File: config.mk
export PLATFORM = sky130hd
export DESIGN_NAME = spme_ram
export DESIGN_NICKNAME = d
export VERILOG_FILES = /design/src/rtl/core/spme_ram.sv
export SDC_FILE = /design/constraint.sdc
export NUM_CORES = 1
export LEC_CHECK = 0
export BUFFER_PORTS_ARGS = -buffer_cell sky130_fd_sc_hd__buf_2
export CAP_MARGIN = 20
export CORE_MARGIN = 2
export CORE_UTILIZATION = 55
export CTS_CLUSTER_SIZE = 25
export DETAILED_ROUTE_END_ITERATION = 12
export PLACE_DENSITY_LB_ADDON = 0.15
export SKIP_CTS_REPAIR_TIMING = 1
export SLEW_MARGIN = 20
export SYNTH_ARGS = -nofsm -noshare
export SYNTH_HDL_FRONTEND = slang
export SYNTH_SLANG_ARGS = --single-unit
File: constraint.sdc
create_clock -name clk -period 2.15 [get_ports clk]
set_clock_uncertainty 0.05 [all_clocks]
set_input_delay 0.43 -clock clk [delete_from_list [all_inputs] [get_ports clk]]
set_output_delay 0.43 -clock clk [all_outputs]
set_load 0.02 [all_outputs]
File: src/rtl/core/spme_ram.sv
// Generic single-port-write, single-port-read RAM with registered read data.
module spme_ram #(
	parameter int WIDTH = 8,
	parameter int DEPTH = 16
) (
	input  logic                     clk,
	input  logic                     we,
	input  logic [$clog2(DEPTH)-1:0] waddr,
	input  logic [WIDTH-1:0]         wdata,
	input  logic [$clog2(DEPTH)-1:0] raddr,
	output logic [WIDTH-1:0]         rdata
);

	logic [WIDTH-1:0] mem_q [DEPTH];
	logic [WIDTH-1:0] rd_q;

	// Write port and registered read port
	always_ff @(posedge clk) begin
		if (we) begin
			mem_q[waddr] <= wdata;
		end
		rd_q <= mem_q[raddr];
	end

	assign rdata = rd_q;

endmodule

---- Word level (Yosys, flattened, before mapping) ----
Memory sizes are Yosys's and may differ from the RTL's. A register that Yosys moved wholly into a read port is not among the register bits.
Index checks and enable logic that the tools add are counted.
cells by class
  reductions and logical operators ........ 0
  order comparisons ....................... 0
  bitwise logic cells ..................... 0
  divide/modulo/power cells ............... 0
  add/sub/neg operators ................... 0
  shift-type cells ........................ 0
  multiply operators ...................... 0
  eq/ne operators ......................... 0
  multiplexer cells ....................... 2
operator list
  cell    count
  $mux 1  2
word-level totals
  memories ................................ 1
  word-level logic and storage cells ...... 3
  bits in registers ....................... 0
  memory bits (read-only) ................. 0
  input bits .............................. 18
  RAM bits ................................ 128
  latch bits .............................. 0
memory list
  name   words  bits a word  read ports  clocked after Yosys merged registers in  write ports  RTL line  source
  mem_q  16     8            1           1                                        1            14        logic [WIDTH-1:0] mem_q [DEPTH];

---- Depth between registers and ports, before layout ----
Gate-level depths: netlist of run 1.
  depth after elaboration ................. 2
  depth in mapped cells ................... 5
  gate-level depth less buffers ........... 3

---- Worst setup path after synthesis of run 1 ----
OpenSTA, ideal clock, no wires.
  path type ............................... input-to-reg
  from .................................... input waddr[2]
  to ...................................... memory mem_q[0][0] (enable)
  data required time ...................... 1,717 ps
  cell stages on the path ................. 2
  buffers on the path ..................... 0
  setup slack ............................. 177 ps
  arrival time ............................ 1,540 ps
  cells stage by stage .................... or3b_2 > nor3_1
RTL lines
  element             RTL line  source
  start: declaration  8         input logic [$clog2(DEPTH)-1:0] waddr,
  end: declaration    14
No word-level cell before the write port.

---- Worst setup path in the final report of run 1 ----
  from .................................... register rd_q[0] (netlist: rdata[0]) (read register of mem_q)
  to ...................................... output rdata[0]
RTL lines
  element             RTL line  source
  start: declaration  15        logic [WIDTH-1:0] rd_q;
  end: declaration    11        output logic [WIDTH-1:0] rdata
No word-level cell between the ends.

==> summary.txt, run 1 <==
Outcome
  • Run status: complete, no violations

Routing
  • Drt first pass iters: 4
  • WL final: 9.08 mm
  • Initial DRC Count: 198
  • Via density: 5.89
  • Detail Route Antenna Nets: 0
  • DRC: 0
  • Routed vias: 2419
  • Routed wire per std cell: 22.1 µm

Flow run
  • Max Cap Violations: 0

STA
  • Final Max Slew Viols: 0
  • Slew @ Worst Pin: 0.433 ns
  • Fin Setup TNS: 0 ns
  • Relative slew slack: 71.1%
  • Fmax: 650 MHz
  • Tcrit/Tclk final: 71.5%
  • Fin. Hold Viols: 0
  • RSZ-0062 raised after global routing: false
  • Endpoints failing setup: 0
  • Min Tclk post-route: 1.54 ns

Yosys
  • Async set-reset flop share out of synthesis: 0%
  • Synth top area share: 74.7%
  • Post-Syn Instances: 229
  • Seq/Total Area, Yosys: 77.8%
  • Mean area per synthesized cell: 22.5 µm²
  • Synth Register Bits: 136
  • Ys flop type: edfxtp_1
  • Mapped cell area: 5150 µm²
  • Netlist cell types: 19
  • Synth warn: 0
  • Post-synth EDFFs: 128
  • Mapped Nets: 247
  • Largest area contributor in the netlist: edfxtp_1
  • Largest cells by area after synthesis: edfxtp_1, mux4_2, mux4_1

Setup path
  • CP bufs+invs: 1
  • Crit. End Element: output port
  • Worst path arrival time: 1.06 ns
  • Required time of the critical path: 1.67 ns
  • Crit-path cells: buf_2
  • Max FO, Critical Path: 1
  • Worst path slowest cell: dfxtp_1
  • Crit path launch type: flip-flop
  • R2R depth: 3
  • Cell family with most CP delay: flip-flops
  • Crit Path Class: reg -> out
  • Critical path depth: 1
  • Crit-path max cell delay: 0.37 ns

Floorplan
  • Std cell rows: 35
  • Die area: 10100 µm²
  • Ports: 26
  • Core area: 9150 µm²
  • Initial cell density of the core: 56.2%
  • Die X-Extent: 101 µm
  • Die Y: 101 µm

Layout
  • Most common cell after layout, fill and taps aside: edfxtp_1
  • Final core occ: 67.3%
  • ANT cells: 0
  • Register Area: 4000 µm²
  • Non-Filler Instances: 411
  • Layout Nets: 305
  • Multi-input gate area: 1060 µm²
  • Commonest non-fill, non-tap cells in the layout: edfxtp_1, buf_2, buf_4, mux4_2
  • Area delta synth->final: 19.7%
  • Share of cells above drive strength 1: 32.7%
  • Fillers: 588

CTS
  • CTS tree: done
  • Clock Tree Buf Depth: 2
  • Clk sink count: 136
  • H-tree lvl count: 4
  • Clock Latency Late Sink: 0.50 ns
  • CTS buffer count: 17
  • Root Driver: clkbuf_8
  • Reg clk slew, reported paths: 0.06 ns

Worst hold path
  • Hold Path Depth: 1
  • Worst min path class: in -> reg

Global routing
  • Largest net degree at the start of global routing: 24
  • Total gr overflow: 0
  • All-Layer GR Usage: 20.0%
  • Vias in the first global route: 2435
  • First-pass GRT wire length: 14.0 mm
  • Initial antenna violation count: 0

Placement
  • Placer Congestion: 0.779
  • Placed cell count: 379
  • DP HPWL: 5.99 mm
  • I/O Buffers: 25

Power
  • Power Dens Cells: 1010 nW/µm²
  • Worst ir drop on vdd: 0.000494 V
  • P_leak: 2.13 nW
-- where the power goes --
part,switching [W],internal (W)
logic,0.000172,0.000126
clock network,0.00106,0.00189
registers,0.0000178,0.00296
total,0.00125,0.00498
-- per-layer routing --
layer  global-route usage (%)  up-vias  part of all wire (%)  wire, µm
met5                        0        -                     0         0
met4                     8.54        0                   1.2       106
met3                     4.65        9                   4.8       436
met2                     31.0       62                    49      4490
met1                     27.9     1251                    45      4050
li1                         -     1097                     -         -
-- cells by family after synthesis --
group | synth area share, %
and+or+nand+nor | 3.18
muxes | 15.0
buffers and inverters | 1.68
AOI/OAI and AO/OA | 2.33
DFF | 77.8
-- registers in the layout (all words and copies together) (netlist names) --
name	cells
rdata	8
mem_q	128
-- cell type report --
type / instances / share of cell area [%]
Tap cell: 111 / 2.25
Timing Repair Buffer: 49 / 5.56
Clock inverter: 14 / 3.25
Clock buffer: 18 / 6.78
Sequential cell: 136 / 65.0
Multi-Input combinational cell: 83 / 17.2
-- metrics by stage --
stage               hold WS (ns)  area [µm²]  setup WS, ns  power (W)
floorplan                  0.479        5150         0.177    0.00320
global placement           0.595        5540         0.261    0.00333
detailed placement         0.606        5540         0.259    0.00334
CTS                        0.232        6160         0.577    0.00628
global route               0.240        6160         0.571    0.00641
finish                     0.261        6160         0.612    0.00623
-- cell usage after synthesis (3+ instances only) --
master and number:
a22oi_1 16, buf_2 3, buf_6 3, clkdlybuf4s25_2 3, dfxtp_1 8, edfxtp_1 128
mux4_1 14, mux4_2 18, nand2_1 9, nor2_1 13, nor3_1 4
-- final timing paths --
check / from / to / slack (ns)
hold / removal: wdata[1] / mem_q[8][1]$_DFFE_PP_ / 0.26
setup reg to reg: mem_q[1][2]$_DFFE_PP_ / rdata[2]$_DFF_P_ / 0.74
setup / recovery: rdata[0]$_DFF_P_ / rdata[0] / 0.61
hold reg to reg: mem_q[15][5]$_DFFE_PP_ / rdata[5]$_DFF_P_ / 0.62
No activity file was read; power rests on OpenSTA's default activity.
==> inputs of run 2 (changes only) <==
--- a/config.mk
+++ b/config.mk
@@ -8,7 +8,7 @@
 export BUFFER_PORTS_ARGS = -buffer_cell sky130_fd_sc_hd__buf_2
 export CAP_MARGIN = 20
 export CORE_MARGIN = 2
-export CORE_UTILIZATION = 55
+export CORE_UTILIZATION = 54
 export CTS_CLUSTER_SIZE = 25
 export DETAILED_ROUTE_END_ITERATION = 12
 export PLACE_DENSITY_LB_ADDON = 0.15
==> constraint.sdc (replaced) <==
create_clock -name clk -period 1.3 [get_ports clk]
set_clock_uncertainty 0.05 [all_clocks]
set_input_delay 0.26 -clock clk [delete_from_list [all_inputs] [get_ports clk]]
set_output_delay 0.26 -clock clk [all_outputs]
set_load 0.02 [all_outputs]
==> run 2 against run 1 <==
Against the previous run: global-route usage grew 2.2 points; largest power group unchanged; final area rose by 3.6%; highest routed layer unchanged; critical path type unchanged; largest cell class unchanged; total power rose by 58%; die area grew 1.8%.
==> summary.txt, run 2 (synthesized netlist as in run 1, its figures left out) <==
Global routing
  • All-Layer GR Usage: 22.2% (was 20.0%)
  • First-pass GRT wire length: 15.5 mm (was 14.0 mm)
  • Largest net degree at the start of global routing: 19 (was 24)
  • Total gr overflow: 0 (unchanged)
  • Vias in the first global route: 2568 (was 2435)
  • Initial antenna violation count: 0 (unchanged)

Setup path
  • CP bufs+invs: 1 (unchanged)
  • Worst reg2reg path startpoint: mem_q[7][3]$_DFFE_PP_ (was mem_q[1][2]$_DFFE_PP_)
  • RR Endpoint: rdata[3]$_DFF_P_ (was rdata[2]$_DFF_P_)
  • Max FO, Critical Path: 1 (unchanged)
  • R2R setup slack: 0.02 ns (was 0.74 ns)
  • Crit Path Class: reg -> out (unchanged)
  • Worst path slowest cell: dfxtp_2 (was dfxtp_1)
  • Crit path launch type: flip-flop (unchanged)
  • Crit-path cells: buf_6 (was buf_2)
  • Required time of the critical path: 0.99 ns (was 1.67 ns)
  • Crit. End Element: output port (unchanged)
  • Crit-path max cell delay: 0.35 ns (was 0.37 ns)
  • Cell family with most CP delay: flip-flops (unchanged)
  • Worst path arrival time: 0.98 ns (was 1.06 ns)
  • R2R depth: 3 (unchanged)

Layout
  • Most common cell after layout, fill and taps aside: edfxtp_1 (unchanged)
  • Register Area: 4010 µm² (was 4000 µm²)
  • ANT cells: 0 (unchanged)
  • Final core occ: 69.1% (was 67.3%)
  • Top reg by flops: mem_q (unchanged)
  • Share of cells above drive strength 1: 47.4% (was 32.7%)
  • Multi-input gate area: 1110 µm² (was 1060 µm²)
  • Area delta synth->final: 24.0% (was 19.7%)
  • Max FFs per register: 128 (unchanged)
  • Commonest non-fill, non-tap cells in the layout: edfxtp_1, mux4_2, buf_4, buf_2, clkbuf_16 (was edfxtp_1, buf_2, buf_4, mux4_2)
  • Layout Nets: 317 (was 305)
  • Fillers: 607 (was 588)

STA
  • Endpoints failing setup: 0 (unchanged)
  • Min Tclk post-route: 1.29 ns
  • Tcrit/Tclk final: 99.4%
  • Fin. Hold Viols: 0 (unchanged)
  • RSZ-0062 raised after global routing: true (was false)
  • Relative slew slack: 25.2% (was 71.1%)
  • Final Max Slew Viols: 0 (unchanged)
  • Fmax: 774 MHz
  • Fin Hold WS: 0.0712 ns (was 0.261 ns)
  • Slew @ Worst Pin: 1.12 ns (was 0.433 ns)

Routing
  • Via density: 5.67 (was 5.89)
  • DRC: 0 (unchanged)
  • WL final: 10.4 mm (was 9.08 mm)
  • Detail Route Antenna Nets: 0 (unchanged)
  • Initial DRC Count: 143 (was 198)
  • Routed wire per std cell: 23.6 µm (was 22.1 µm)
  • Routed vias: 2499 (was 2419)
  • Drt first pass iters: 4 (unchanged)

Worst hold path
  • Hold Path Depth: 1 (unchanged)
  • Worst min path class: in -> reg (unchanged)
  • WHS Endpoint: mem_q[13][2]$_DFFE_PP_ (was mem_q[8][1]$_DFFE_PP_)
  • Min-Delay Startpoint: wdata[2] (was wdata[1])

Placement
  • I/O Buffers: 25 (unchanged)
  • DP HPWL: 6.39 mm (was 5.99 mm)
  • Placer Congestion: 0.739 (was 0.779)

Floorplan
  • Die Y: 102 µm (was 101 µm)
  • Die X-Extent: 102 µm (was 101 µm)
  • Std cell rows: 35 (unchanged)
  • Ports: 26 (unchanged)
  • Initial cell density of the core: 55.7% (was 56.2%)
  • Die area: 10300 µm² (was 10100 µm²)
  • Core area: 9240 µm² (was 9150 µm²)

CTS
  • Reg clk slew, reported paths: 0.06 ns (about the same)
  • Root Driver: clkbuf_8 (unchanged)
  • CTS buffer count: 17 (unchanged)
  • Clock Tree Buf Depth: 2 (unchanged)
  • CTS tree: done (unchanged)
  • H-tree lvl count: 4 (unchanged)
  • Clk sink count: 136 (unchanged)
  • Clock Latency Late Sink: 0.52 ns (was 0.50 ns)

Power
  • Net switching power: 0.00215 W (was 0.00125 W)
  • Gate power share: 6.1% (was 4.8%)
  • Clock power frac: 43.8% (was 47.3%)
  • Int Pwr: 0.00772 W (was 0.00498 W)
  • Sw Share: 21.8% (was 20.0%)
  • Power Dens Cells: 1550 nW/µm² (was 1010 nW/µm²)
  • Worst ir drop on vdd: 0.000921 V (was 0.000494 V)
  • Seq pwr share: 50.1% (was 47.9%)
  • P_leak: 2.13 nW (about the same)

Flow run
  • Max Cap Violations: 0 (unchanged)

Outcome
  • Run status: complete, no violations (unchanged)
run 2: stage by stage:
stage	TNS, ns	instances	power [W]	setup WS [ns]	instance area [µm²]
floorplan	-1.70	229	0.00533	-0.143	5180
global placement	-19.49	409	0.00556	-0.386	5730
detailed placement	-21.74	409	0.00558	-0.373	5730
CTS	-0.416	441	0.00985	-0.0951	6280
global route	-0.145	441	0.0102	-0.0348	6380
finish	0	441	0.00986	0.00721	6380
run 2: layout make-up:
class | instances | area share (%)
multi-input combinational | 83 | 17.4
clock inverter | 15 | 2.02
clock buffer | 17 | 6.49
timing repair buffer | 61 | 8.69
tap | 129 | 2.53
sequential | 136 | 62.9
run 2: power by group through the flow:
stage | Combinational (W) | Sequential [W] | Clock, W
after global placement | 0.000542 | 0.00502 | 0
after floorplan | 0.000279 | 0.00505 | 0
after CTS | 0.000555 | 0.00493 | 0.00436
final | 0.000604 | 0.00494 | 0.00431
after detailed placement | 0.000551 | 0.00503 | 0
after global routing | 0.000648 | 0.00495 | 0.00456
run 2: worst max path at each step:
stage | startpoint | to | slack [ns] | cells after the start
6_report | rdata[1]$_DFF_P_ | rdata[1] | 0.007 | 1
4_1_cts | mem_q[1][0]$_DFFE_PP_ | rdata[0]$_DFF_P_ | -0.1 | 3
3_5_place_dp | raddr[0] | rdata[0]$_DFF_P_ | -0.37 | 5
5_1_grt | mem_q[10][3]$_DFFE_PP_ | rdata[3]$_DFF_P_ | -0.03 | 3
2_1_floorplan | waddr[2] | mem_q[0][0]$_DFFE_PP_ | -0.14 | 2
3_3_place_gp | raddr[0] | rdata[0]$_DFF_P_ | -0.39 | 5
run 2: routing by layer:
layer | vias to the layer above | GRT usage [%] | wire (µm)
li1 | 1101 | - | -
met1 | 1285 | 31.9 | 4390
met2 | 101 | 32.4 | 4980
met3 | 12 | 7.11 | 862
met4 | 0 | 8.32 | 166
met5 | - | 0 | 0
==> inputs of run 3 (changes only) <==
--- a/config.mk
+++ b/config.mk
@@ -11,7 +11,7 @@
 export CORE_UTILIZATION = 54
 export CTS_CLUSTER_SIZE = 25
 export DETAILED_ROUTE_END_ITERATION = 12
-export PLACE_DENSITY_LB_ADDON = 0.15
+export PLACE_DENSITY = 0.85
 export SKIP_CTS_REPAIR_TIMING = 1
 export SLEW_MARGIN = 20
 export SYNTH_ARGS = -nofsm -noshare
==> run 3 against run 2 <==
Against the previous run: the run now ends with setup timing left; critical path type is now reg -> reg; final cell count down 1.1%; largest power group unchanged; register-to-register slack worse by 0.10 ns; utilization decreased by 0.51 points; largest cell class unchanged; die area unchanged; fmax is 6.4% lower; worst hold slack gained 0.011 ns; non-clock buffer count down 5.
==> summary.txt, run 3 (synthesized netlist as in run 1, its figures left out) <==
STA
  • Min Tclk post-route: 1.38 ns (was 1.29 ns)
  • RSZ-0062 raised after global routing: true (unchanged)
  • Endpoints failing setup: 9 (was 0)
  • Relative slew slack: 42.9% (was 25.2%)
  • Fin Setup TNS: -0.318 ns (was 0 ns)
  • Fin Hold WS: 0.0823 ns (was 0.0712 ns)
  • Setup WS post-layout: -0.0819 ns (was 0.00721 ns)
  • Slew @ Worst Pin: 0.855 ns (was 1.12 ns)
  • Final Max Slew Viols: 0 (unchanged)
  • Fin. Hold Viols: 0 (unchanged)
  • Fmax: 724 MHz (was 774 MHz)
  • Tcrit/Tclk final: 106% (was 99.4%)

Layout
  • Max FFs per register: 128 (unchanged)
  • Commonest non-fill, non-tap cells in the layout: edfxtp_1, mux4_2, buf_4, buf_2, clkbuf_16 (unchanged)
  • Final core occ: 68.5% (was 69.1%)
  • ANT cells: 0 (unchanged)
  • Most common cell after layout, fill and taps aside: edfxtp_1 (unchanged)
  • Area delta synth->final: 23.0% (was 24.0%)
  • Non-Filler Instances: 436 (was 441)
  • Layout Nets: 312 (was 317)
  • Finished Cell Area: 6330 µm² (was 6380 µm²)
  • Share of cells above drive strength 1: 45.0% (was 47.4%)
  • Top reg by flops: mem_q (unchanged)

Setup path
  • Crit-path cells: mux4_2, a22oi_2, nand2_1 (was buf_6)
  • Max FO, Critical Path: 1 (unchanged)
  • Cell family with most CP delay: multiplexers (was flip-flops)
  • Crit. End Element: flip-flop (was output port)
  • Required time of the critical path: 1.64 ns (was 0.99 ns)
  • CP bufs+invs: 0 (was 1)
  • Crit path launch type: flip-flop (unchanged)
  • Worst path arrival time: 1.73 ns (was 0.98 ns)
  • Crit-path max cell delay: 0.50 ns (was 0.35 ns)
  • Crit Path Class: reg -> reg (was reg -> out)
  • Worst path slowest cell: mux4_2 (was dfxtp_2)

Placement
  • I/O Buffers: 25 (unchanged)
  • Placed cell count: 404 (was 409)
  • Placer Congestion: 0.774 (was 0.739)
  • Dpl cell area: 5650 µm² (was 5730 µm²)
  • DP HPWL: 6.34 mm (was 6.39 mm)

CTS
  • CTS buffer count: 17 (unchanged)
  • H-tree lvl count: 4 (unchanged)
  • Clk sink count: 136 (unchanged)
  • Reg clk slew, reported paths: 0.06 ns (about the same)
  • Root Driver: clkbuf_8 (unchanged)
  • CTS tree: done (unchanged)
  • Clock Latency Late Sink: 0.51 ns (was 0.52 ns)
  • Clock Tree Buf Depth: 2 (unchanged)

Routing
  • DRC: 0 (unchanged)
  • Drt first pass iters: 5 (was 4)
  • Routed vias: 2559 (was 2499)
  • Detail Route Antenna Nets: 0 (unchanged)
  • Routed wire per std cell: 24.9 µm (was 23.6 µm)
  • Via density: 5.87 (was 5.67)
  • WL final: 10.8 mm (was 10.4 mm)
  • Initial DRC Count: 264 (was 143)

Floorplan
  • Die Y: 102 µm (unchanged)
  • Die area: 10300 µm² (unchanged)
  • Initial cell density of the core: 55.7% (unchanged)
  • Core area: 9240 µm² (unchanged)
  • Std cell rows: 35 (unchanged)
  • Ports: 26 (unchanged)
  • Die X-Extent: 102 µm (unchanged)

Power
  • Sw Share: 20.3% (was 21.8%)
  • Int Pwr: 0.00834 W (was 0.00772 W)
  • Clock power frac: 47.0% (was 43.8%)
  • Seq pwr share: 47.3% (was 50.1%)
  • Worst ir drop on vdd: 0.000869 V (was 0.000921 V)
  • Gate power share: 5.7% (was 6.1%)
  • Power Dens Cells: 1650 nW/µm² (was 1550 nW/µm²)
  • Net switching power: 0.00212 W (was 0.00215 W)
  • P_leak: 2.12 nW (was 2.13 nW)

Outcome
  • Run status: complete, but fails checks (was complete, no violations)
  • Failing checks: setup timing

Flow run
  • Max Cap Violations: 0 (unchanged)

Global routing
  • All-Layer GR Usage: 23.0% (was 22.2%)
  • First-pass GRT wire length: 16.2 mm (was 15.5 mm)
  • Vias in the first global route: 2651 (was 2568)
  • Total gr overflow: 0 (unchanged)
  • Initial antenna violation count: 0 (unchanged)
  • Largest net degree at the start of global routing: 20 (was 19)

Worst hold path
  • Worst min path class: in -> reg (unchanged)
-- run 3: worst reg2reg max path, stage by stage, from the launching register on --
cell and delay, ns:
edfxtp_1 0.41, mux4_2 0.50, a22oi_2 0.22, nand2_1 0.09
-- run 3: routing by layer --
metal	global-route usage (%)	vias up	wire length (µm)
li1	-	1092	-
met1	31.7	1316	4310
met2	35.7	131	5580
met3	5.38	20	758
met4	9.88	0	202
met5	0	-	0
-- run 3: power by group through the flow --
stage	Clock (W)	Combinational (W)	Sequential, W
finish	0.00492	0.000592	0.00495
global route	0.00511	0.000632	0.00496
CTS	0.00494	0.000553	0.00494
detailed placement	0	0.000543	0.00503
global placement	0	0.000524	0.00502
floorplan	0	0.000279	0.00505
-- run 3: layout make-up --
type / count / area (µm²)
Tap cell: 129 / 161
Clock buffer: 20 / 435
Multi-Input combinational cell: 83 / 1090
Sequential cell: 136 / 4010
Clock inverter: 12 / 176
Fill cell: 546 / 2910
Timing Repair Buffer: 56 / 459
-- run 3: worst paths after layout --
| kind | to | cells after the start | slack, ns | startpoint |
|---|---|---|---|---|
| max | rdata[5]$_DFF_P_ | 3 | -0.08 | mem_q[9][5]$_DFFE_PP_ |
| min reg2reg | rdata[2]$_DFF_P_ | 3 | 0.63 | mem_q[6][2]$_DFFE_PP_ |
| min | mem_q[3][0]$_DFFE_PP_ | 1 | 0.08 | wdata[0] |
| max reg2reg | rdata[5]$_DFF_P_ | 3 | -0.08 | mem_q[9][5]$_DFFE_PP_ |
-- run 3: per-stage QoR --
step	setup WS (ns)	power, W
after global routing	-0.106	0.0107
final	-0.0819	0.0105
after detailed placement	-0.420	0.00557
after floorplan	-0.143	0.00533
after global placement	-0.388	0.00555
after CTS	-0.123	0.0104
